File: config.mk
export PLATFORM = sky130hd
export DESIGN_NAME = ipb_fifo
export DESIGN_NICKNAME = d
export VERILOG_FILES = /design/src/ipb_pkg.sv /design/src/ipb_fifo.sv
export VERILOG_INCLUDE_DIRS = /design/src /design/src/src
export SDC_FILE = /design/constraint.sdc
export NUM_CORES = 1
export LEC_CHECK = 0
export BUFFER_PORTS_ARGS = -buffer_cell sky130_fd_sc_hd__buf_2
export CAP_MARGIN = 25
export CORE_MARGIN = 2
export CORE_UTILIZATION = 60
export CTS_BUF_LIST = sky130_fd_sc_hd__clkbuf_16
export DETAILED_ROUTE_END_ITERATION = 10
export PLACE_DENSITY_LB_ADDON = 0.15
export SYNTH_ARGS = -nofsm -noshare
export SYNTH_HDL_FRONTEND = slang
export SYNTH_SLANG_ARGS = --single-unit
File: constraint.sdc
create_clock -name clk_i -period 6.8 [get_ports clk_i]
set_input_delay 1.36 -clock clk_i [delete_from_list [all_inputs] [get_ports clk_i]]
set_output_delay 1.36 -clock clk_i [all_outputs]
set_load 0.1 [all_outputs]
File: src/assert_macros.svh
// ----------------------------------------------------------------------------
// assert_macros.svh
// Concurrent assertion shorthands shared by ipb_fifo and ipb_back.
// ----------------------------------------------------------------------------
`ifndef ASSERT_MACROS_SVH
`define ASSERT_MACROS_SVH

// Property must hold at every clock edge outside reset.
`define ASSERT_CLK(lbl, prop, msg) \
  lbl: assert property (@(posedge clk_i) disable iff (!rst_ni) (prop)) \
    else $error(msg);

// Condition must never be true outside reset.
`define ASSERT_NEVER(lbl, cond, msg) \
  lbl: assert property (@(posedge clk_i) disable iff (!rst_ni) !(cond)) \
    else $error(msg);

`endif

File: src/ipb_pkg.sv
// ----------------------------------------------------------------------------
// ipb_pkg
// Shared types and constants of the pixel binner.
// ----------------------------------------------------------------------------
package ipb_pkg;

  localparam int MAX_ROW_WIDTH = 4096;
  localparam int MAX_ROWS      = 4096;
  localparam int MAX_BIN       = 64;

  localparam int COL_W  = 12;   // bin column / pixel column index
  localparam int ROW_W  = 12;   // bin row / pixel row index
  localparam int PIX_W  = 32;   // decoded pixel, signed
  localparam int SUM_W  = 44;   // exact bin sum, signed
  localparam int DATA_W = 13;   // widest configuration register

  // Configuration register indexes
  localparam logic [2:0] REG_BIN_X      = 3'd0;
  localparam logic [2:0] REG_BIN_Y      = 3'd1;
  localparam logic [2:0] REG_ROW_WIDTH  = 3'd2;
  localparam logic [2:0] REG_TOTAL_ROWS = 3'd3;
  localparam logic [2:0] REG_FORMAT     = 3'd4;

  // Pixel word formats
  typedef enum logic [1:0] {
    FMT_I32 = 2'd0,
    FMT_U16 = 2'd1,
    FMT_I16 = 2'd2,
    FMT_U8  = 2'd3
  } ipb_fmt_e;

  // One classified pixel, front to back
  typedef struct packed {
    logic signed [PIX_W-1:0] pix;
    logic                    seg_first;  // first pixel of bin within this row
    logic                    seg_end;    // last pixel of bin within this row
    logic                    row_first;  // first row of the bin
    logic                    emit;       // bottom-right pixel of the bin
    logic [COL_W-1:0]        col;        // bin column, line store address
    logic [ROW_W-1:0]        row;        // bin row
    logic                    last;       // last bin of the frame
  } ipb_op_t;

endpackage

File: src/ipb_fifo.sv
// ----------------------------------------------------------------------------
// ipb_fifo
// Four-entry queue of classified pixels between front and back.
// ----------------------------------------------------------------------------
`include "assert_macros.svh"

module ipb_fifo (
  input  logic             clk_i,
  input  logic             rst_ni,
  input  logic             push_i,
  input  ipb_pkg::ipb_op_t op_i,
  input  logic             pop_i,
  output ipb_pkg::ipb_op_t op_o,
  output logic             full_o,
  output logic             empty_o
);
  import ipb_pkg::*;

  ipb_op_t    mem_q [4];
  logic [1:0] wr_ptr_q, rd_ptr_q;
  logic [2:0] cnt_q;

  assign full_o  = (cnt_q == 3'd4);
  assign empty_o = (cnt_q == 3'd0);
  assign op_o    = mem_q[rd_ptr_q];

  // pointers and fill count
  always_ff @(posedge clk_i or negedge rst_ni) begin
    if (!rst_ni) begin
      wr_ptr_q <= '0;
      rd_ptr_q <= '0;
      cnt_q    <= '0;
    end else begin
      if (push_i) wr_ptr_q <= wr_ptr_q + 2'd1;
      if (pop_i)  rd_ptr_q <= rd_ptr_q + 2'd1;
      cnt_q <= cnt_q + {2'd0, push_i} - {2'd0, pop_i};
    end
  end

  // storage
  always_ff @(posedge clk_i) begin
    if (push_i) mem_q[wr_ptr_q] <= op_i;
  end

  `ASSERT_NEVER(a_no_overflow, push_i && full_o, "push into full queue")
  `ASSERT_NEVER(a_no_underflow, pop_i && empty_o, "pop from empty queue")

endmodule

== Word level (Yosys, flattened, before mapping) ==
Memories as Yosys holds them, arrays and structs flattened.
Index checks and enable logic that the tools add are counted.

* Register bits: 7
* RAM bits: 244
* Bits of input ports: 65
* Logic and storage cells: 12
* Memories kept: 1

* Add/subtract/negate cells: 4
* Equality and inequality tests: 1
* Mux-type cells: 2
* Reductions and logical operators: 1

{| class="wikitable"
|+ Memories
! memory !! words !! width !! rd ports !! clocked after Yosys merged registers in !! write ports !! line !! text
|-
| mem_q || 4 || 61 || 1 || 0 || 1 || ipb_fifo.sv:19 || <nowiki>ipb_op_t mem_q [4];</nowiki>
|}

{| class="wikitable"
|+ Operator list
! operator !! count
|-
| $add 2x1->2 const B || 2
|-
| $add 3x1->3 || 1
|-
| $eq 3x3->1 const B || 1
|-
| $logic_not 3->1 || 1
|-
| $sub 3x1->3 || 1
|-
| $mux 1 || 2
|}

== Logic depth before layout (Yosys ltp) ==
Gate-level depths: netlist of the first run.

* Word-level depth: 2
* Mapped depth: 6
* Gate-level depth less buffers: 6

== Worst setup path after synthesis of the first run ==
No wires, ideal clock.

* Path type: reg-to-output
* Start point: register cnt_q[1]
* End point: output port empty_o
* Arrival time: 2464 ps
* Required time: 5440 ps
* Setup slack: 2976 ps
* Stages on the path, launching flop included: 2
* Cells stage by stage: dfrtp_1 nor3_1

* Word-level cells in the longest chain between the ends: 1

{| class="wikitable"
|+ RTL lines
! what !! line !! text
|-
| start: declaration || ipb_fifo.sv:21 || <nowiki>logic [2:0] cnt_q;</nowiki>
|-
| start signal: assignment || ipb_fifo.sv:36 || <nowiki>cnt_q <= cnt_q + {2'd0, push_i} - {2'd0, pop_i};</nowiki>
|-
| $logic_not 3->1 || ipb_fifo.sv:24 || <nowiki>assign empty_o = (cnt_q == 3'd0);</nowiki>
|-
| end: declaration || ipb_fifo.sv:15 || <nowiki>output logic empty_o</nowiki>
|}

No other way between the ends.

==> results of run 1 <==
-- worst max-delay path: stages, from the launching register on --
cell	delay, ps
dfrtp_4	960
buf_4	540
mux4_1	610
buf_2	310
-- cells in the mapped netlist --
master	n	area share
nand2_1	2	0.00081
dfrtp_1	7	0.019
mux4_2	58	0.14
mux4_1	3	0.0085
buf_2	7	0.0038
edfxtp_1	244	0.79
inv_1	6	0.0024
ha_1	6	0.0081
o21ai_0	1	0.00054
fa_1	1	0.0022
xnor2_1	2	0.0019
and2_1	4	0.0027
buf_12	6	0.013
and3_1	1	0.00068
xor2_1	3	0.0028
nor3_1	1	0.00054
buf_6	1	0.0012
-- state kept, by name (all words and copies together) (netlist names) --
register  cells
cnt_q         3
mem_q       244
rd_ptr_q      2
wr_ptr_q      2
-- final cells by class --
| cell class | instances | area [sq um] |
|---|---|---|
| Clock buffer | 25 | 626 |
| Clock inverter | 21 | 154 |
| Fill cell | 906 | 4370 |
| Inverter | 6 | 22.5 |
| Multi-Input combinational cell | 82 | 1580 |
| Sequential cell | 251 | 7510 |
| Tap cell | 188 | 235 |
| Timing Repair Buffer | 129 | 651 |
-- path summary, 6_finish.rpt --
path                             start          end  slack (ps)
setup / recovery           rd_ptr_q[0]      op_o[0]        2500
hold / removal             wr_ptr_q[0]  wr_ptr_q[0]         540
setup reg to reg           wr_ptr_q[0]  mem_q[0][9]        4970
hold reg to reg            wr_ptr_q[0]  wr_ptr_q[0]         540
max in group asynchronous       rst_ni  rd_ptr_q[0]        5950
min in group asynchronous       rst_ni     cnt_q[2]         670
-- metrics by stage --
stage / area (sq um) / instances
2_1_floorplan: 9260 / 353
4_1_cts: 10800 / 702
3_3_place_gp: 10000 / 656
6_report: 10800 / 702
3_5_place_dp: 10000 / 656
5_1_grt: 10800 / 702
-- metal layers --
metal / share of wire / global-route usage / vias to the layer above / routed length [um]
li1: - / - / 1797 / -
met1: 0.41 / 0.256 / 2140 / 6210
met2: 0.51 / 0.317 / 107 / 7780
met3: 0.068 / 0.0518 / 22 / 1030
met4: 0.013 / 0.0504 / 2 / 197
met5: 0.00085 / 0 / - / 13
-- cells by family (layout without fill, tap and decap cells) --
| group | Yosys count | in the layout | synth area share |
|---|---|---|---|
| buffers and inverters | 20 | 181 | 0.0204 |
| XOR/XNOR | 5 | 5 | 0.00473 |
| AND/OR/NAND/NOR | 8 | 8 | 0.00473 |
| adder cells (fa/ha/maj) | 7 | 7 | 0.0103 |
| AO/OA/AOI/OAI | 1 | 1 | 0.000540 |
| flip-flops | 251 | 251 | 0.810 |
| multiplexers | 61 | 61 | 0.150 |
==> impl_metrics.json, run 1 <==
{
  "synth.yosys.seq_area_share": 0.810,
  "nets": 567,
  "wire_per_inst_um": 21.7,
  "setup_ws_ps": 2500,
  "ys.warnings.count": 0,
  "cts.repair.resized": 0,
  "postRouteAntennaNets": 0,
  "die_h_um": 128,
  "overflow": 0,
  "die_w_um": 128,
  "synth-seq-cells": 251,
  "worstMarginPinSlew_ps": 941,
  "period_share": 0.633,
  "core_area_sq_um": 15100,
  "holdWs_ps": 541,
  "cts-root-buf": "clkbuf_16",
  "final-setup-viol-count": 0,
  "tritoncts.num_buffers": 25,
  "start_util": 0.612,
  "fmax_mhz": 232,
  "numPortBuffers": 127,
  "antenna_found_initial": 1,
  "hold_path_class": "reg2reg",
  "cts_setup_buffers": 0,
  "reg2reg_depth": 3,
  "first_pass_iters": 5,
  "cts.path.max_buffers": 3,
  "clock_latency_ps": 510,
  "syn_to_final_growth_pct": 16.3,
  "place.gp.congestion": 0.668,
  "critPathRequiredTime_ps": 5440,
  "n_antenna_cell": 0,
  "rsz0062_at_grt": "no",
  "tns_ps": 0,
  "io_pins": 128,
  "drive_gt1_frac": 0.447,
  "maxSlewHeadroom": 0.372,
  "fin_crit_ps": 4300,
  "netlist_instances": 353,
  "worst-endpoint-arrival_ps": 2940,
  "clkTransAtPathRegs_ps": 60,
  "critical_path.startpoint_type": "flip-flop",
  "drc": 0,
  "min_path_cells": 1,
  "cts.htree.levels": 1,
  "path_class": "reg2out",
  "grt_pass1_wl_um": 23500,
  "synth_area_sq_um": 9260,
  "status": "complete, no violations",
  "final_max_slew_viol_count": 0,
  "pre_cts_ws_ps": 2920,
  "via_count": 4068,
  "final_cell_mix": "edfxtp_1, buf_2, mux4_2, clkbuf_16, inv_1",
  "drt_iter0_drc": 283,
  "cts_tree": "built",
  "num_rows": 45,
  "hold_viol_final": 0,
  "final_common_cell": "edfxtp_1",
  "drv_cap": 0,
  "grt_use_total": 0.191,
  "grt_pass1_vias": 4328,
  "final_util": 0.712,
  "end_kind": "output pin",
  "finClkSkew_ps": 7.60,
  "critPathMaxFanout": 41,
  "wl_um": 15200,
  "vias_per_cell": 5.79,
  "dieArea_sq_um": 16400,
  "synth.avg_cell_area_sq_um": 26.2,
  "clkSinkCount": 251,
  "syn_nets": 425,
  "synth_cell_types": 17,
  "hpwl_um": 8540,
  "grt_max_degree": 62,
  "hold_buffers": 0
}
Power of run 1 is left out: the tool's default activity adds up to more than one toggle a clock period on the data nets, which glitch-free logic cannot reach.
==> run 2: changes to the inputs <==
--- a/config.mk
+++ b/config.mk
@@ -9,7 +9,7 @@
 export BUFFER_PORTS_ARGS = -buffer_cell sky130_fd_sc_hd__buf_2
 export CAP_MARGIN = 25
 export CORE_MARGIN = 2
-export CORE_UTILIZATION = 60
+export CORE_UTILIZATION = 51
 export CTS_BUF_LIST = sky130_fd_sc_hd__clkbuf_16
 export DETAILED_ROUTE_END_ITERATION = 10
 export PLACE_DENSITY_LB_ADDON = 0.15
==> constraint.sdc (replaced) <==
create_clock -name clk_i -period 3.95 [get_ports clk_i]
set_input_delay 0.79 -clock clk_i [delete_from_list [all_inputs] [get_ports clk_i]]
set_output_delay 0.79 -clock clk_i [all_outputs]
set_load 0.1 [all_outputs]
==> run 2 against run 1 <==
- count of clock-buffer cells in the layout did not move
- via count shrank 0.39%
- critical endpoint is now op_o[60]
- worst setup slack lost 1800 ps
- sequential cell count unchanged
- cell count increased by 6.1%
- critical path depth is the same
- clock skew rose by 5.0 ps
- global-route usage decreased by 2.9 points
==> impl_metrics.json, run 2 (same netlist as run 1, synthesis figures left out) <==
{
  "status": "complete, no violations",
  "fin_area_sq_um": 10800,
  "end_kind": "output pin",
  "rsz0062_at_grt": "no",
  "r2r_setup_slack_ps": 2090,
  "final_cell_mix": "edfxtp_1, buf_2, mux4_2, clkbuf_16, inv_1",
  "hold_viol_final": 0,
  "drv_cap": 0,
  "cts-root-buf": "clkbuf_16",
  "holdWs_ps": 113,
  "cts.htree.levels": 1,
  "grt_pass1_vias": 4476,
  "drt_iter0_drc": 201,
  "largest_reg_flops": 244,
  "wl_um": 15300,
  "top_regs": "mem_q: 244 flops, cnt_q: 3 flops",
  "path_class": "reg2out",
  "hold_path_class": "in2async",
  "maxSlewHeadroom": 0.348,
  "cts_tree": "built",
  "worstMarginPinSlew_ps": 978,
  "hpwl_um": 8590,
  "overflow": 0,
  "reg2reg_depth": 3,
  "num_rows": 49,
  "fin_crit_ps": 3260,
  "post-place-cells": 700,
  "io_pins": 128,
  "grt_pass1_wl_um": 24200,
  "dieArea_sq_um": 19300,
  "place.gp.congestion": 0.656,
  "drive_gt1_frac": 0.436,
  "n_antenna_cell": 0,
  "die_h_um": 139,
  "grt_max_degree": 62,
  "r2r-start": "wr_ptr_q[1]",
  "regMostFlops": "mem_q",
  "critPathMaxFanout": 22,
  "clkTransAtPathRegs_ps": 60,
  "fmax_mhz": 307,
  "period_share": 0.825,
  "crit_slowest_cell": "dfrtp_4",
  "final_max_slew_viol_count": 0,
  "finClkSkew_ps": 12.6,
  "core_area_sq_um": 17900,
  "critical_path.startpoint_type": "flip-flop",
  "via_count": 4052,
  "crit_chain": "buf_4 -> mux4_1 -> buf_2",
  "postRouteAntennaNets": 0,
  "vias_per_cell": 5.44,
  "final-setup-viol-count": 0,
  "first_pass_iters": 4,
  "numPortBuffers": 127,
  "critPathRequiredTime_ps": 3160,
  "final_common_cell": "edfxtp_1",
  "tritoncts.num_buffers": 25,
  "clock_latency_ps": 500,
  "grt_use_total": 0.162,
  "syn_to_final_growth_pct": 16.7,
  "tns_ps": 0,
  "nets": 570,
  "cts.repair.resized": 0,
  "die_w_um": 139,
  "clkSinkCount": 251,
  "antenna_found_initial": 1,
  "cts.path.max_buffers": 3,
  "worstReg2RegEnd": "mem_q[1][30]",
  "place_area_sq_um": 10100,
  "start_util": 0.517,
  "finalNonFillerCells": 745,
  "hold_buffers": 0,
  "drc": 0,
  "critPathMaxStageDelay_ps": 700,
  "wire_per_inst_um": 20.5,
  "worst-endpoint-arrival_ps": 2470,
  "cts_setup_buffers": 0
}
==> run 2: cell types whose count changed in the layout (fill, tap and decap cells not counted), sizes merged <==
cell,delta
buf,+3
bufinv,-1
clkinv,-4
clkinvlp,-1
inv,+5
==> run 2: metal layers <==
layer	vias up	part of all wire	GRT usage
met4	2	0.021	0.0447
met1	2086	0.41	0.216
met2	131	0.50	0.271
met5	-	0.00085	0
li1	1801	-	-
met3	32	0.069	0.0418
==> run 2: worst max path at each step <==
stage	startpoint	end	slack, ps	cells after the start
after floorplan	cnt_q[1]	empty_o	700	1
after global placement	rd_ptr_q[0]	op_o[60]	1180	3
after detailed placement	rd_ptr_q[0]	op_o[60]	1160	3
after CTS	rd_ptr_q[0]	op_o[60]	620	3
after global routing	rd_ptr_q[0]	op_o[60]	540	3
final	rd_ptr_q[0]	op_o[60]	690	3
==> run 2: final cells by class <==
cell class                 count  area (sq um)
inverter                       6          22.5
clock inverter                20           105
clock buffer                  25           626
fill                        1302          7090
sequential                   251          7510
tap                          229           287
timing repair buffer         132           686
multi-input combinational     82          1580
==> run 2: per-stage QoR <==
stage	utilization	worst slack, ps
floorplan	-	696
global placement	0.563	1180
detailed placement	0.563	1160
CTS	0.604	621
global route	0.604	539
finish	0.604	692
==> run 2: worst max-delay path, delay by kind of cell (launching register included) <==
family / cells / cell delay (ps)
buffers and inverters: 2 / 660
muxes: 1 / 590
DFF: 1 / 700
Power of run 2 is left out for the same reason.
