`config.mk`:
```
export PLATFORM = sky130hd
export DESIGN_NAME = ipb_front
export DESIGN_NICKNAME = d
export VERILOG_FILES = /design/src/assert_macros.svh /design/src/ipb_pkg.sv /design/src/ipb_front.sv
export SDC_FILE = /design/constraint.sdc
export NUM_CORES = 1
export LEC_CHECK = 0
export BUFFER_PORTS_ARGS = -buffer_cell sky130_fd_sc_hd__clkbuf_2
export CAP_MARGIN = 20
export CORE_ASPECT_RATIO = 1.4
export CORE_MARGIN = 1.5
export CORE_UTILIZATION = 30
export CTS_CLUSTER_DIAMETER = 30
export CTS_CLUSTER_SIZE = 28
export DETAILED_ROUTE_END_ITERATION = 12
export GPL_ROUTABILITY_DRIVEN = 0
export GPL_TIMING_DRIVEN = 0
export HOLD_SLACK_MARGIN = 0.08
export SYNTH_ARGS = -nofsm -noshare
export SYNTH_HDL_FRONTEND = slang
export SYNTH_SLANG_ARGS = --single-unit
```
`constraint.sdc`:
```
create_clock -name clk_i -period 4.8 [get_ports clk_i]
set_input_delay 0.24 -clock clk_i [delete_from_list [all_inputs] [get_ports clk_i]]
set_output_delay 0.24 -clock clk_i [all_outputs]
set_load 0.05 [all_outputs]
```
`src/assert_macros.svh`:
```
// ----------------------------------------------------------------------------
// assert_macros.svh
// Concurrent assertion shorthands shared by ipb_fifo and ipb_back.
// ----------------------------------------------------------------------------
`ifndef ASSERT_MACROS_SVH
`define ASSERT_MACROS_SVH

// Property must hold at every clock edge outside reset.
`define ASSERT_CLK(lbl, prop, msg) \
  lbl: assert property (@(posedge clk_i) disable iff (!rst_ni) (prop)) \
    else $error(msg);

// Condition must never be true outside reset.
`define ASSERT_NEVER(lbl, cond, msg) \
  lbl: assert property (@(posedge clk_i) disable iff (!rst_ni) !(cond)) \
    else $error(msg);

`endif

```
`src/ipb_pkg.sv`:
```
// ----------------------------------------------------------------------------
// ipb_pkg
// Shared types and constants of the pixel binner.
// ----------------------------------------------------------------------------
package ipb_pkg;

  localparam int MAX_ROW_WIDTH = 4096;
  localparam int MAX_ROWS      = 4096;
  localparam int MAX_BIN       = 64;

  localparam int COL_W  = 12;   // bin column / pixel column index
  localparam int ROW_W  = 12;   // bin row / pixel row index
  localparam int PIX_W  = 32;   // decoded pixel, signed
  localparam int SUM_W  = 44;   // exact bin sum, signed
  localparam int DATA_W = 13;   // widest configuration register

  // Configuration register indexes
  localparam logic [2:0] REG_BIN_X      = 3'd0;
  localparam logic [2:0] REG_BIN_Y      = 3'd1;
  localparam logic [2:0] REG_ROW_WIDTH  = 3'd2;
  localparam logic [2:0] REG_TOTAL_ROWS = 3'd3;
  localparam logic [2:0] REG_FORMAT     = 3'd4;

  // Pixel word formats
  typedef enum logic [1:0] {
    FMT_I32 = 2'd0,
    FMT_U16 = 2'd1,
    FMT_I16 = 2'd2,
    FMT_U8  = 2'd3
  } ipb_fmt_e;

  // One classified pixel, front to back
  typedef struct packed {
    logic signed [PIX_W-1:0] pix;
    logic                    seg_first;  // first pixel of bin within this row
    logic                    seg_end;    // last pixel of bin within this row
    logic                    row_first;  // first row of the bin
    logic                    emit;       // bottom-right pixel of the bin
    logic [COL_W-1:0]        col;        // bin column, line store address
    logic [ROW_W-1:0]        row;        // bin row
    logic                    last;       // last bin of the frame
  } ipb_op_t;

endpackage

```
`src/ipb_front.sv`:
```
// ----------------------------------------------------------------------------
// ipb_front
// Config registers, pixel decode and raster position tracking; classifies
// each pixel and pushes pixels that fall inside whole bins.
// ----------------------------------------------------------------------------
module ipb_front (
  input  logic                        clk_i,
  input  logic                        rst_ni,
  input  logic                        cfg_we_i,
  input  logic [2:0]                  cfg_idx_i,
  input  logic [ipb_pkg::DATA_W-1:0]  cfg_wdata_i,
  input  logic                        in_valid_i,
  output logic                        in_ready_o,
  input  logic [31:0]                 pixel_word_i,
  input  logic                        full_i,
  output logic                        push_o,
  output ipb_pkg::ipb_op_t            op_o
);
  import ipb_pkg::*;

  // config registers
  logic [6:0]  bin_x_q, bin_y_q;
  logic [12:0] row_width_q, total_rows_q;
  ipb_fmt_e    fmt_q;

  // position counters
  logic [COL_W-1:0] pixel_col_q, pixel_col_d;
  logic [ROW_W-1:0] pixel_row_q, pixel_row_d;
  logic [5:0]       col_in_bin_q, col_in_bin_d;
  logic [5:0]       row_in_bin_q, row_in_bin_d;
  logic [COL_W-1:0] out_col_q, out_col_d;
  logic [ROW_W-1:0] out_row_q, out_row_d;
  logic [12:0]      col_start_q, col_start_d;   // first pixel column of current bin
  logic [12:0]      row_start_q, row_start_d;   // first pixel row of current bin row

  logic [6:0]  bx, by;
  logic [12:0] rw, tr;
  logic        in_col, in_row, in_bin, seg_end, row_done, row_end, frame_end;
  logic        last_col, last_row, accept;
  logic signed [PIX_W-1:0] pix;

  // clamped geometry
  always_comb begin
    bx = (bin_x_q == 7'd0) ? 7'd1 : ((bin_x_q > 7'(MAX_BIN)) ? 7'(MAX_BIN) : bin_x_q);
    by = (bin_y_q == 7'd0) ? 7'd1 : ((bin_y_q > 7'(MAX_BIN)) ? 7'(MAX_BIN) : bin_y_q);
    rw = (row_width_q == 13'd0) ? 13'd1 :
         ((row_width_q > 13'(MAX_ROW_WIDTH)) ? 13'(MAX_ROW_WIDTH) : row_width_q);
    tr = (total_rows_q == 13'd0) ? 13'd1 :
         ((total_rows_q > 13'(MAX_ROWS)) ? 13'(MAX_ROWS) : total_rows_q);
  end

  // pixel classification: a bin is whole if it ends inside the row / frame
  assign in_col    = ({1'b0, col_start_q} + {7'd0, bx}) <= {1'b0, rw};
  assign in_row    = ({1'b0, row_start_q} + {7'd0, by}) <= {1'b0, tr};
  assign last_col  = ({2'd0, col_start_q} + {8'd0, bx} + {8'd0, bx}) > {2'd0, rw};
  assign last_row  = ({2'd0, row_start_q} + {8'd0, by} + {8'd0, by}) > {2'd0, tr};
  assign in_bin    = in_col && in_row;
  assign seg_end   = {1'b0, col_in_bin_q} == (bx - 7'd1);
  assign row_done  = {1'b0, row_in_bin_q} == (by - 7'd1);
  assign row_end   = {1'b0, pixel_col_q} >= (rw - 13'd1);
  assign frame_end = {1'b0, pixel_row_q} >= (tr - 13'd1);

  // decode pixel word
  always_comb begin
    unique case (fmt_q)
      FMT_I32: pix = pixel_word_i;
      FMT_U16: pix = {16'd0, pixel_word_i[15:0]};
      FMT_I16: pix = {{16{pixel_word_i[15]}}, pixel_word_i[15:0]};
      FMT_U8:  pix = {24'd0, pixel_word_i[7:0]};
      default: pix = pixel_word_i;
    endcase
  end

  assign in_ready_o = !full_i;
  assign accept     = in_valid_i && in_ready_o;
  assign push_o     = accept && in_bin;

  always_comb begin
    op_o.pix       = pix;
    op_o.seg_first = (col_in_bin_q == 6'd0);
    op_o.seg_end   = seg_end;
    op_o.row_first = (row_in_bin_q == 6'd0);
    op_o.emit      = seg_end && row_done;
    op_o.col       = out_col_q;
    op_o.row       = out_row_q;
    op_o.last      = last_col && last_row;
  end

  // position update per accepted word
  always_comb begin
    pixel_col_d  = pixel_col_q;
    pixel_row_d  = pixel_row_q;
    col_in_bin_d = col_in_bin_q;
    row_in_bin_d = row_in_bin_q;
    out_col_d    = out_col_q;
    out_row_d    = out_row_q;
    col_start_d  = col_start_q;
    row_start_d  = row_start_q;
    if (cfg_we_i) begin
      pixel_col_d  = '0;
      pixel_row_d  = '0;
      col_in_bin_d = '0;
      row_in_bin_d = '0;
      out_col_d    = '0;
      out_row_d    = '0;
      col_start_d  = '0;
      row_start_d  = '0;
    end else if (accept) begin
      if (in_bin) begin
        if (seg_end) begin
          col_in_bin_d = '0;
          out_col_d    = out_col_q + COL_W'(1);
          col_start_d  = {1'b0, pixel_col_q} + 13'd1;
        end else begin
          col_in_bin_d = col_in_bin_q + 6'd1;
        end
      end
      if (row_end) begin
        pixel_col_d  = '0;
        col_in_bin_d = '0;
        out_col_d    = '0;
        col_start_d  = '0;
        if (frame_end) begin
          pixel_row_d  = '0;
          row_in_bin_d = '0;
          out_row_d    = '0;
          row_start_d  = '0;
        end else begin
          pixel_row_d = pixel_row_q + ROW_W'(1);
          if (in_row) begin
            if (row_done) begin
              row_in_bin_d = '0;
              out_row_d    = out_row_q + ROW_W'(1);
              row_start_d  = {1'b0, pixel_row_q} + 13'd1;
            end else begin
              row_in_bin_d = row_in_bin_q + 6'd1;
            end
          end
        end
      end else begin
        pixel_col_d = pixel_col_q + COL_W'(1);
      end
    end
  end

  // config registers
  always_ff @(posedge clk_i or negedge rst_ni) begin
    if (!rst_ni) begin
      bin_x_q      <= 7'd2;
      bin_y_q      <= 7'd2;
      row_width_q  <= 13'(MAX_ROW_WIDTH);
      total_rows_q <= 13'(MAX_ROWS);
      fmt_q        <= FMT_I32;
    end else if (cfg_we_i) begin
      unique case (cfg_idx_i)
        REG_BIN_X:      bin_x_q      <= cfg_wdata_i[6:0];
        REG_BIN_Y:      bin_y_q      <= cfg_wdata_i[6:0];
        REG_ROW_WIDTH:  row_width_q  <= cfg_wdata_i;
        REG_TOTAL_ROWS: total_rows_q <= cfg_wdata_i;
        REG_FORMAT:     fmt_q        <= ipb_fmt_e'(cfg_wdata_i[1:0]);
        default: ;
      endcase
    end
  end

  // counters
  always_ff @(posedge clk_i or negedge rst_ni) begin
    if (!rst_ni) begin
      pixel_col_q  <= '0;
      pixel_row_q  <= '0;
      col_in_bin_q <= '0;
      row_in_bin_q <= '0;
      out_col_q    <= '0;
      out_row_q    <= '0;
      col_start_q  <= '0;
      row_start_q  <= '0;
    end else begin
      pixel_col_q  <= pixel_col_d;
      pixel_row_q  <= pixel_row_d;
      col_in_bin_q <= col_in_bin_d;
      row_in_bin_q <= row_in_bin_d;
      out_col_q    <= out_col_d;
      out_row_q    <= out_row_d;
      col_start_q  <= col_start_d;
      row_start_q  <= row_start_d;
    end
  end

endmodule

```
Word-level counts from Yosys, hierarchy flattened. Index checks and enable logic that the tools add are counted.

Flip-flop bits (word level): 128. Output and inout port bits: 63.

Add/subtract/negate cells: 18. Magnitude comparators: 10. Equality and inequality tests: 9. Muxes and demuxes: 49. Reduce and logical (&&, ||, !) cells: 30.

Operator list (count): 12-bit two-way mux (18); 13-bit two-way mux (15); 32-bit one-hot mux with 4 select lines (1); 6-bit two-way mux (11); 13-bit by 7-bit adder with 14-bit output (4); 12-bit by 1-bit adder with 12-bit output (second input constant) (4); 14-bit by 7-bit adder with 15-bit output (2); 15-bit by 13-bit greater-than comparator with 1-bit output (2); 14-bit by 13-bit <= comparator with 1-bit output (2); 7-bit two-way mux (4); 12-bit by 1-bit adder with 13-bit output (second input constant) (2); 12-bit by 13-bit >= comparator with 1-bit output (2); 13-bit greater-than comparator (second input constant) (2); 13-bit zero test (2); 13-bit by 1-bit subtractor with 13-bit output (second input constant) (2); 6-bit by 7-bit equality test with 1-bit output (2); 7-bit greater-than comparator (second input constant) (2); 7-bit zero test (2); 2-bit AND reduction (7); 7-bit by 1-bit subtractor with 7-bit output (second input constant) (2); 6-bit by 1-bit adder with 6-bit output (second input constant) (2); 6-bit zero test (2); 3-bit nonzero test (4); 3-bit by 2-bit equality test with 1-bit output (second input constant) (2); other kinds (11) (18).

Longest topological paths before layout. Gate-level depths: netlist of run 1.

Depth in word-level cells: 11. Mapped depth: 26.

Least setup slack after synthesis of run 1. OpenSTA, ideal clock, no wires.

Path kind: flip-flop to output port. From: register bin_y_q[2]. To: output push_o. Arrival: 5029 ps. Path slack: -469 ps. Cell stages (with the launch flop): 23. Path buffers: 0. Path through: dfrtp_1 or4_1 nor2_1 nor2_1 nor2_1 ha_1 inv_1 fa_1 nor2b_1 o21ai_0 a21boi_0 o21ai_0 a21boi_0 o21ai_0 nor3_1 xor2_1 ha_1 nand3_1 nor2_1 o2bb2ai_1 a31oi_1 or2_2 nor3_1.

Word-level cells in the longest chain between the ends: 7.

RTL lines: start, declared (line ipb_front.sv:22) `logic [6:0] bin_x_q, bin_y_q;`; start signal, assigned (line ipb_front.sv:157) `REG_BIN_Y: bin_y_q <= cfg_wdata_i[6:0];`; 7-bit greater-than comparator (line ipb_front.sv:45) `by = (bin_y_q == 7'd0) ? 7'd1 : ((bin_y_q > 7'(MAX_BIN)) ? 7'(MAX_BIN) : bin_y_q);`; 7-bit two-way mux (line ipb_front.sv:45); 7-bit two-way mux * (line ipb_front.sv:45); 13-bit by 7-bit adder with 14-bit output * (line ipb_front.sv:54) `assign in_row = ({1'b0, row_start_q} + {7'd0, by}) <= {1'b0, tr};`; 14-bit by 13-bit <= comparator with 1-bit output * (line ipb_front.sv:54); 1-bit logical AND * (line ipb_front.sv:57) `assign in_bin = in_col && in_row;`; 1-bit logical AND * (line ipb_front.sv:76) `assign push_o = accept && in_bin;`; end, declared (line ipb_front.sv:16) `output logic push_o,`.

Mark *: on every way between the ends. The rest lies on a longest branch, timed or not.

Final worst setup path of run 1.
From: register bin_y_q[4]. To: output push_o.

The elaborated chain is that of the path after synthesis.

==> out/results.ini, run 1 <==
[global_routing]
grt_pass1_wl_microns=50200
grt_pass1_vias=9735
antenna_found_initial=2
grt_overflow=0
grt_max_degree=85
grt.total_usage_pct=17.3

[critical_path]
critical_path_class=reg -> out
timing.rr.start=bin_y_q[4]$_DFFE_PN0P_
cpPeakStageDelay_ns=0.53
cpMaxStageDelayCell=or4_4
path_max_fanout=3
cp-end-kind=output pin
worstPathArrival_ns=4.77
crit_path_start_kind=flip-flop
cp_common_cell=o21ai_2
crit_required_ns=4.56
crit_buf_inv=2
crit_family=simple AND/OR/NAND/NOR gates
cp-startpoint=bin_y_q[4]$_DFFE_PN0P_
cp_cell_sequence=or4_4 -> nor2_4 -> nor2_2 -> nor2_4 -> ha_4 -> inv_2 -> fa_2 -> nor2b_2 -> o21ai_2 -> a21boi_2 -> o21ai_2 -> a21boi_2 -> o21ai_2 -> nor2_1 -> xor2_1 -> ha_1 -> o211ai_1 -> a31oi_2 -> or2_4 -> nor3_4 -> buf_8

[timing]
setup_violations=20
slew_viol_final=0
finalWorstSetupSlack_ns=-0.211
rsz0062_at_grt=true
max_slew.worst_pin.slew_ns=0.990
fin_crit_sh_pct=104
post-route-min-period_ns=5.01
fin_skew_ns=0.0157
hold_viol_final=0
max-slew-margin-rel_pct=33.8
fin_setup_tns_ns=-0.710
max_freq_ghz=0.200
fin_hold_ws_ns=0.0940

[min_path]
min_path_type=in -> reg
min-delay-start=cfg_wdata_i[11]

[route]
wire_per_inst_microns=17.2
drc_errors=0
first_pass_iters=7
drt-initial-drc-count=442
num_vias=9920
wl_microns=32500
vias_per_cell=5.24
postRouteAntennaNets=0

[cts]
clock_latency_ns=0.45
cts_made_buffers=17
cts_tree=built
h-tree-depth=4
cts_buffer_depth=2
root_buffer=clkbuf_16
clock_sinks=128
cts.clk_slew.worst_paths_ns=0.06

[cells_and_area]
diodes=0
nFillCells=3452
final_core_util_pct=39.5
drive_gt1_share_pct=30.8
nets=1590
fin_area_sq_um=14100
area.sequential_sq_um=3220
area_growth_pct=30.0
multi_input_area_sq_um=7800

[logic_synthesis]
yosys_warnings=0
synth-seq-area-share_pct=29.7
synth_edf_count=0
yosys_register_bits=128
synth_area_leaders=dfrtp_1 29%, ha_1 13%, mux2_2 4.5%
avgSynthCellArea_sq_um=8.81
yosysTopAreaCell=dfrtp_1
synth_top_area_share_pct=28.7
synthCells=1227
synth_nets=1400
ys.flop_type=dfrtp_1
syn_area_sq_um=10800
ys_async_sr_fraction_pct=100
ys_types=77

[floorplanning]
pin_count=116
start_util_pct=30.4
rows=82
fp.dieW_microns=163
core_sq_um=35600
die_area_sq_um=37200
die_h_microns=228

[power_and_ir_drop]
peakVddDrop_v=0.000253
finalPower_mw=4.97
p_leak_nw=6.50
p_per_area_nw_per_um2=354

[flow_run]
maxCapViolCount=0

[place]
hpwl_microns=23900
io_buffers=106
placedInstanceArea_sq_um=12000

[run_status]
status=finished, violations left
violations=setup timing

## power breakdown
| part | internal, mW | leakage, nW | switching, mW |
|---|---|---|---|
| Combinational | 0.867 | 4.49 | 1.21 |
| Clock | 0.966 | 0.323 | 0.548 |
| Sequential | 1.19 | 1.68 | 0.183 |
## placed cells by master, fill, tap and decap left out, types with 15 or more instances in the layout
cell       count
nand2b_1      28
dfrtp_1      118
o21ai_0       70
clkbuf_1      17
clkbuf_2     106
ha_1         112
a21oi_1       41
buf_4         55
o21a_1        18
clkbuf_16     17
nor2b_1       17
nor3_1        15
o21ai_1       18
buf_6         19
nand2_1       90
inv_1         54
xnor2_1       53
nor2_1        89
xor2_1        24
a21o_1        31
a21oi_2       20
mux2_2        41
and3_1        35
o21ai_2       20
nand3_1       26
## final cells by class
class / count / share of cell area [%]
Inverter: 55 / 1.47
Multi-Input combinational cell: 990 / 55.5
Buffer: 53 / 2.70
Sequential cell: 128 / 22.9
Timing Repair Buffer: 172 / 8.54
Clock buffer: 20 / 3.32
Tap cell: 462 / 4.11
Clock inverter: 12 / 1.46
## cells by family after synthesis
logic type / synth area share, %
AOI/OAI and AO/OA: 20.2
xor gates and xnor gates: 6.32
adders and majority gates: 14.2
buffers and inverters: 5.06
DFF: 29.7
muxes: 5.50
and+or+nand+nor: 19.1
## through the flow
stage	instances	worst slack (ns)
global placement	1795	-0.945
floorplan	1227	0.0436
detailed placement	1796	-0.978
CTS	1878	-0.256
global route	1892	-0.369
finish	1892	-0.211
## what timing repair did
item                                   in CTS  in global routing
setup endpoints to repair                  75                 82
hold buffers                                6                  0
endpoints found under the hold margin      54                  0
setup buffers                              41                 13
gates resized for setup                   122                108
cloned                                      4                  3
pin swaps                                  43                 48
## metal layers
| metal | up-vias | wire length, microns | track usage [%] |
|---|---|---|---|
| li1 | 4811 | - | - |
| met3 | 75 | 985 | 2.90 |
| met2 | 197 | 17200 | 31.3 |
| met5 | - | 27 | 0 |
| met4 | 4 | 1350 | 8.88 |
| met1 | 4833 | 12900 | 19.2 |
## synthesized netlist by cell type, types with 6 or more instances
library cell and count:
clkbuf_1 20, mux2i_1 11, o21a_1 18, nor2b_1 18, inv_1 55, xnor2_1 54, o21ai_0 96, buf_2 9
dfrtp_1 124, or3_1 6, buf_4 13, a21oi_1 61, o21bai_1 9, mux2_2 43, nand2b_1 29, and3_1 36
a22o_1 10, o41ai_2 7, a211oi_1 9, a21o_1 31, buf_6 8, nor3_1 20, o31ai_1 20, nor4_1 12
nand3_1 26, nor2_1 100, and2_1 13, o21ai_1 17, o211ai_1 6, a31oi_1 7, nand4_1 14, nand2_1 102
xor2_1 24, ha_1 116
## sequential cells by signal, indices dropped and copies added (netlist names)
signal        cells
col_in_bin_q      6
out_col_q        12
pixel_col_q      12
row_in_bin_q      6
row_width_q      13
row_start_q      13
out_row_q        12
bin_x_q           7
fmt_q             2
bin_y_q           7
pixel_row_q      12
col_start_q      13
total_rows_q     13
## worst paths after layout
check,slack [ns],end,cells after the start
setup reg to reg,-0.07,col_in_bin_q[0]$_DFFE_PN0P_,26
setup / recovery,-0.21,push_o,21
hold / removal,0.09,row_width_q[11]$_DFFE_PN0P_,2
max in group asynchronous,3.73,row_width_q[12]$_DFFE_PN1P_,3
min in group asynchronous,0.28,out_row_q[9]$_DFFE_PN0P_,2
hold reg to reg,0.49,out_col_q[11]$_DFFE_PN0P_,1
## worst register-to-register path: stages (launching register included)
cell      delay (ns)
dfrtp_2         0.41
or4_4           0.53
nor2_4          0.12
nor2_2          0.06
nor2_4          0.15
ha_4            0.18
inv_2           0.04
fa_2            0.34
nor2b_2         0.14
o21ai_2         0.08
a21boi_2        0.18
o21ai_2         0.09
a21boi_2        0.17
o21ai_2         0.10
xnor2_1         0.14
ha_1            0.32
o21ai_1         0.07
o21ai_1         0.12
o211ai_1        0.17
a31oi_2         0.26
buf_4           0.15
nor2_4          0.05
buf_12          0.15
a21oi_4         0.25
buf_6           0.15
nor3_4          0.04
mux2_4          0.28
(Power assumes the default switching activity.)
==> run 2: changes to the inputs <==
- clock period: 4.8 -> 6.35 ns (I/O delays scaled with it)
==> out/results.ini, run 2 (same netlist as run 1, synthesis figures left out) <==
[run_status]
status=completed  ; was finished, violations left

[cells_and_area]
final_core_util_pct=35.4  ; was 39.5%
area_growth_pct=16.6  ; was 30.0%
final_common_cell=dfrtp_1  ; unchanged
fin_area_sq_um=12600  ; was 14100 sq um
nets=1527  ; was 1590
final_cell_mix=124 x dfrtp_1, 116 x ha_1, 106 x clkbuf_2  ; was 118 x dfrtp_1, 112 x ha_1, 106 x clkbuf_2
nFillCells=3623  ; was 3452
drive_gt1_share_pct=18.7  ; was 30.8%

[place]
io_buffers=106  ; unchanged
placedInstanceArea_sq_um=12000  ; about the same
hpwl_microns=24000  ; was 23900 microns
dpl_worst_slack_ns=0.515  ; was -0.978 ns

[power_and_ir_drop]
p_per_area_nw_per_um2=274  ; was 354 nW/um^2
p_leak_nw=5.96  ; was 6.50 nW
peakVddDrop_v=0.000229  ; was 0.000253 V
finalPower_mw=3.45  ; was 4.97 mW

[critical_path]
endpoint=push_o  ; unchanged
worstPathArrival_ns=5.59  ; was 4.77 ns
crit_required_ns=6.03  ; was 4.56 ns
timing.rr.start=bin_y_q[2]$_DFFE_PN0P_  ; was bin_y_q[4]$_DFFE_PN0P_
critical_path_class=reg -> out  ; unchanged
cp-end-kind=output pin  ; unchanged
path_max_fanout=8  ; was 3
r2r_slack_ns=0.54  ; was -0.07 ns
crit_path_start_kind=flip-flop  ; unchanged
ff2ff_path_depth=25  ; was 26
r2r_end=out_col_q[11]$_DFFE_PN0P_  ; was col_in_bin_q[0]$_DFFE_PN0P_
cp-startpoint=bin_y_q[2]$_DFFE_PN0P_  ; was bin_y_q[4]$_DFFE_PN0P_

[timing]
max_slew.worst_pin.slew_ns=1.05  ; was 0.990 ns
hold_viol_final=0  ; unchanged
setup_violations=0  ; was 20
fin_crit_sh_pct=93.0
slew_viol_final=0  ; unchanged
finalWorstSetupSlack_ns=0.446  ; was -0.211 ns
post-route-min-period_ns=5.90
fin_setup_tns_ns=0  ; was -0.710 ns
rsz0062_at_grt=false  ; was true
max-slew-margin-rel_pct=29.7  ; was 33.8%
max_freq_ghz=0.169
fin_skew_ns=0.0112  ; was 0.0157 ns

[floorplanning]
die_area_sq_um=37200  ; unchanged
die_h_microns=228  ; unchanged
core_sq_um=35600  ; unchanged
rows=82  ; unchanged
fp.dieW_microns=163  ; unchanged
pin_count=116  ; unchanged
start_util_pct=30.4  ; unchanged

[cts]
root_buffer=clkbuf_16  ; unchanged
cts.clk_slew.worst_paths_ns=0.06  ; about the same
cts_buffer_depth=2  ; unchanged
clock_latency_ns=0.43  ; was 0.45 ns
cts_made_buffers=17  ; unchanged
cts_tree=built  ; unchanged
h-tree-depth=4  ; unchanged
clock_sinks=128  ; unchanged
post-cts-setup-buffers=0  ; was 41

[route]
vias_per_cell=5.20  ; was 5.24
drt-initial-drc-count=387  ; was 442
drc_errors=0  ; unchanged
num_vias=9522  ; was 9920
wl_microns=30000  ; was 32500 microns
postRouteAntennaNets=0  ; unchanged
first_pass_iters=5  ; was 7
wire_per_inst_microns=16.4  ; was 17.2 microns

[flow_run]
maxCapViolCount=0  ; unchanged

[global_routing]
grt_pass1_vias=9395  ; was 9735
grt.total_usage_pct=16.3  ; was 17.3%
grt_overflow=0  ; unchanged
antenna_found_initial=3  ; was 2
grt_max_degree=66  ; was 85
grt_pass1_wl_microns=47400  ; was 50200 microns

[min_path]
min_path_type=in -> reg  ; unchanged

## run 2: cell type report
cell class	instances	area (sq um)	share of cell area [%]
multi-input cells	989	7060	56.0
flip-flops and latches	128	3210	25.4
repair buffers	108	579	4.60
well taps	462	578	4.59
clock buffers	17	425	3.37
plain buffers	55	340	2.70
clock inverters	15	208	1.65
inverters	55	206	1.64
diodes	1	2.50	0.0199
## run 2: power breakdown
group          internal (mW)  switching (mW)  total (mW)
sequential             0.900           0.129        1.03
combinational          0.533           0.827        1.36
clock                  0.662           0.401        1.06
total                   2.10            1.36        3.45
## run 2: worst min-delay path by stage
stage / start / to / slack [ns] / depth (start not counted)
3_3_place_gp: out_row_q[11]$_DFFE_PN0P_ / out_row_q[11]$_DFFE_PN0P_ / 0.47 / 1
2_1_floorplan: rst_ni / bin_x_q[0]$_DFFE_PN0P_ / 0.02 / 0
3_5_place_dp: rst_ni / out_col_q[3]$_DFFE_PN0P_ / 0.35 / 1
6_report: cfg_wdata_i[12] / row_width_q[12]$_DFFE_PN1P_ / 0.13 / 3
5_1_grt: cfg_wdata_i[7] / row_width_q[7]$_DFFE_PN0P_ / 0.15 / 2
4_1_cts: cfg_wdata_i[10] / row_width_q[10]$_DFFE_PN0P_ / 0.12 / 3
## run 2: repair_timing
action	in CTS	in global routing
gates resized for setup	0	4
setup endpoints to repair	0	1
hold buffers	1	0
hold endpoints to repair	61	0
## run 2: layer usage
| metal | global-route usage (%) | wire length, microns |
|---|---|---|
| met5 | 0 | 20 |
| met4 | 7.61 | 1040 |
| met3 | 2.30 | 753 |
| met2 | 31.3 | 16200 |
| met1 | 17.3 | 12000 |
## run 2: worst max-delay path, stage by stage (launching register included)
cell and delay (ns):
dfrtp_1 0.45, or4_1 0.52, nor2_1 0.21, nor2_1 0.07, nor2_1 0.19, ha_1 0.24, inv_1 0.06, fa_1 0.40
nor2b_1 0.14, o21ai_0 0.12, a21boi_1 0.23, o21ai_0 0.14, a21boi_0 0.25, o21ai_0 0.22, nor2_1 0.18, xor2_1 0.09
ha_1 0.31, nand2_1 0.06, nor2_1 0.19, o2bb2ai_1 0.14, a31oi_1 0.08, or2_2 0.36, nor3_2 0.24, clkbuf_4 0.27
## run 2: stage by stage
step	hold WS, ns	std cells
finish	0.133	1830
floorplan	0.0219	1227
detailed placement	0.351	1796
CTS	0.121	1829
global route	0.147	1830
global placement	0.473	1795
==> run 3: changes to the inputs <==
- clock period: 6.35 -> 5.75 ns (I/O delays scaled with it)
==> out/results.ini, run 3 (same netlist as run 1, synthesis figures left out) <==
[timing]
fin_skew_ns=0.0111  ; was 0.0112 ns
max-slew-margin-rel_pct=30.5  ; was 29.7%
hold_viol_final=0  ; unchanged
slew_viol_final=0  ; unchanged
rsz0062_at_grt=true  ; was false
post-route-min-period_ns=5.53
fin_crit_sh_pct=96.2
max_freq_ghz=0.181
max_slew.worst_pin.slew_ns=1.03  ; was 1.05 ns
setup_violations=0  ; unchanged
finalWorstSetupSlack_ns=0.219  ; was 0.446 ns

[route]
postRouteAntennaNets=0  ; unchanged
wl_microns=30000  ; about the same
drt-initial-drc-count=391  ; was 387
num_vias=9528  ; was 9522
first_pass_iters=5  ; unchanged
vias_per_cell=5.21  ; was 5.20
wire_per_inst_microns=16.4  ; about the same
drc_errors=0  ; unchanged

[global_routing]
grt_overflow=0  ; unchanged
grt_pass1_wl_microns=47400  ; unchanged
antenna_found_initial=3  ; unchanged
grt_max_degree=66  ; unchanged
grt_pass1_vias=9395  ; unchanged
grt.total_usage_pct=16.3  ; unchanged

[cells_and_area]
drive_gt1_share_pct=19.2  ; was 18.7%
fin_area_sq_um=12600  ; about the same
nFillCells=3619  ; was 3623
final_core_util_pct=35.5  ; was 35.4%
final_cell_mix=121 x dfrtp_1, 115 x ha_1, 106 x clkbuf_2  ; was 124 x dfrtp_1, 116 x ha_1, 106 x clkbuf_2
nets=1527  ; unchanged
area_growth_pct=16.9  ; was 16.6%
final_common_cell=dfrtp_1  ; unchanged

[place]
dpl_worst_slack_ns=-0.0854  ; was 0.515 ns
io_buffers=106  ; unchanged
hpwl_microns=24000  ; unchanged
placedInstanceArea_sq_um=12000  ; unchanged

[cts]
clock_latency_ns=0.43  ; about the same
root_buffer=clkbuf_16  ; unchanged
h-tree-depth=4  ; unchanged
cts_buffer_depth=2  ; unchanged
cts_made_buffers=17  ; unchanged
post-cts-setup-buffers=0  ; unchanged
cts_tree=built  ; unchanged
cts.clk_slew.worst_paths_ns=0.06  ; about the same
clock_sinks=128  ; unchanged

[critical_path]
crit_path_start_kind=flip-flop  ; unchanged
path_max_fanout=8  ; unchanged
worstPathArrival_ns=5.24  ; was 5.59 ns
cp-end-kind=output pin  ; unchanged
critical_path_class=reg -> out  ; unchanged
crit_required_ns=5.46  ; was 6.03 ns
r2r_slack_ns=0.24  ; was 0.54 ns

[floorplanning]
core_sq_um=35600  ; unchanged
start_util_pct=30.4  ; unchanged
die_h_microns=228  ; unchanged
pin_count=116  ; unchanged
rows=82  ; unchanged
fp.dieW_microns=163  ; unchanged
die_area_sq_um=37200  ; unchanged

[power_and_ir_drop]
p_leak_nw=5.95  ; was 5.96 nW
peakVddDrop_v=0.000253  ; was 0.000229 V
finalPower_mw=3.82  ; was 3.45 mW
p_per_area_nw_per_um2=302  ; was 274 nW/um^2

[run_status]
status=completed  ; unchanged

[min_path]
min_path_type=in -> reg  ; unchanged

[flow_run]
maxCapViolCount=0  ; unchanged

run 3: cell count changes in the layout (fill, tap and decap cells not counted), sizes merged:
cell / change
clkbuf: -1
buf: +1
run 3: final timing paths:
check	start	to	cells past startpoint
setup / recovery	bin_y_q[2]$_DFFE_PN0P_	push_o	23
setup reg to reg	bin_y_q[2]$_DFFE_PN0P_	out_col_q[11]$_DFFE_PN0P_	25
hold / removal	cfg_wdata_i[12]	row_width_q[12]$_DFFE_PN1P_	3
min in group asynchronous	rst_ni	out_col_q[3]$_DFFE_PN0P_	2
hold reg to reg	out_row_q[11]$_DFFE_PN0P_	out_row_q[11]$_DFFE_PN0P_	1
max in group asynchronous	rst_ni	row_width_q[12]$_DFFE_PN1P_	3
run 3: worst max-delay path, stage by stage (launching register included):
cell and delay [ns]:
dfrtp_2 0.45, or4_1 0.52, nor2_2 0.17, nor2_1 0.07
nor2_2 0.14, ha_2 0.22, inv_1 0.05, fa_1 0.40
nor2b_1 0.14, o21ai_0 0.12, a21boi_1 0.21, o21ai_0 0.14
a21boi_1 0.23, o21ai_2 0.12, nor2_1 0.13, xor2_1 0.08
ha_1 0.31, nand2_1 0.06, nor2_1 0.19, o2bb2ai_1 0.14
a31oi_1 0.08, or2_2 0.38, nor3_4 0.27, buf_8 0.18
run 3: report_power, final:
part           total (mW)  switching [mW]  leakage, nW  internal [mW]
sequential           1.14           0.143         1.69          0.995
combinational        1.51           0.915         3.96          0.592
clock                1.17           0.441        0.309          0.731
total                3.82            1.50         5.95           2.32
run 3: stage by stage:
step	setup TNS [ns]	instances	hold WS, ns
6_report	0	1830	0.104
5_1_grt	-0.128	1830	0.117
4_1_cts	0	1829	0.0908
3_5_place_dp	-0.109	1796	0.321
3_3_place_gp	0	1795	0.473
2_1_floorplan	0	1227	-0.00809
run 3: routing by layer:
metal	up-vias	GRT usage, %	part of all wire [%]
met3	64	2.30	2.5
li1	4684	-	-
met4	4	7.61	3.4
met1	4627	17.3	40
met5	-	0	0.073
met2	149	31.3	54
run 3: timing repair:
item / in CTS / in global routing
setup endpoints to repair: 23 / 64
gates resized for setup: 7 / 9
pin swaps: 0 / 2
cloned: 0 / 0
hold buffers: 1 / 0
hold endpoints to repair: 61 / 0
run 3: area by class of cell:
type                            instances  area, sq um  share of cell area, %
Inverter                               55          206                   1.63
Sequential cell                       128         3210                   25.4
Tap cell                              462          578                   4.57
Buffer                                 55          340                   2.69
Multi-Input combinational cell        989         7080                   56.0
Clock buffer                           17          425                   3.37
Antenna cell                            1         2.50                 0.0198
Clock inverter                         15          208                   1.64
Timing Repair Buffer                  108          587                   4.64
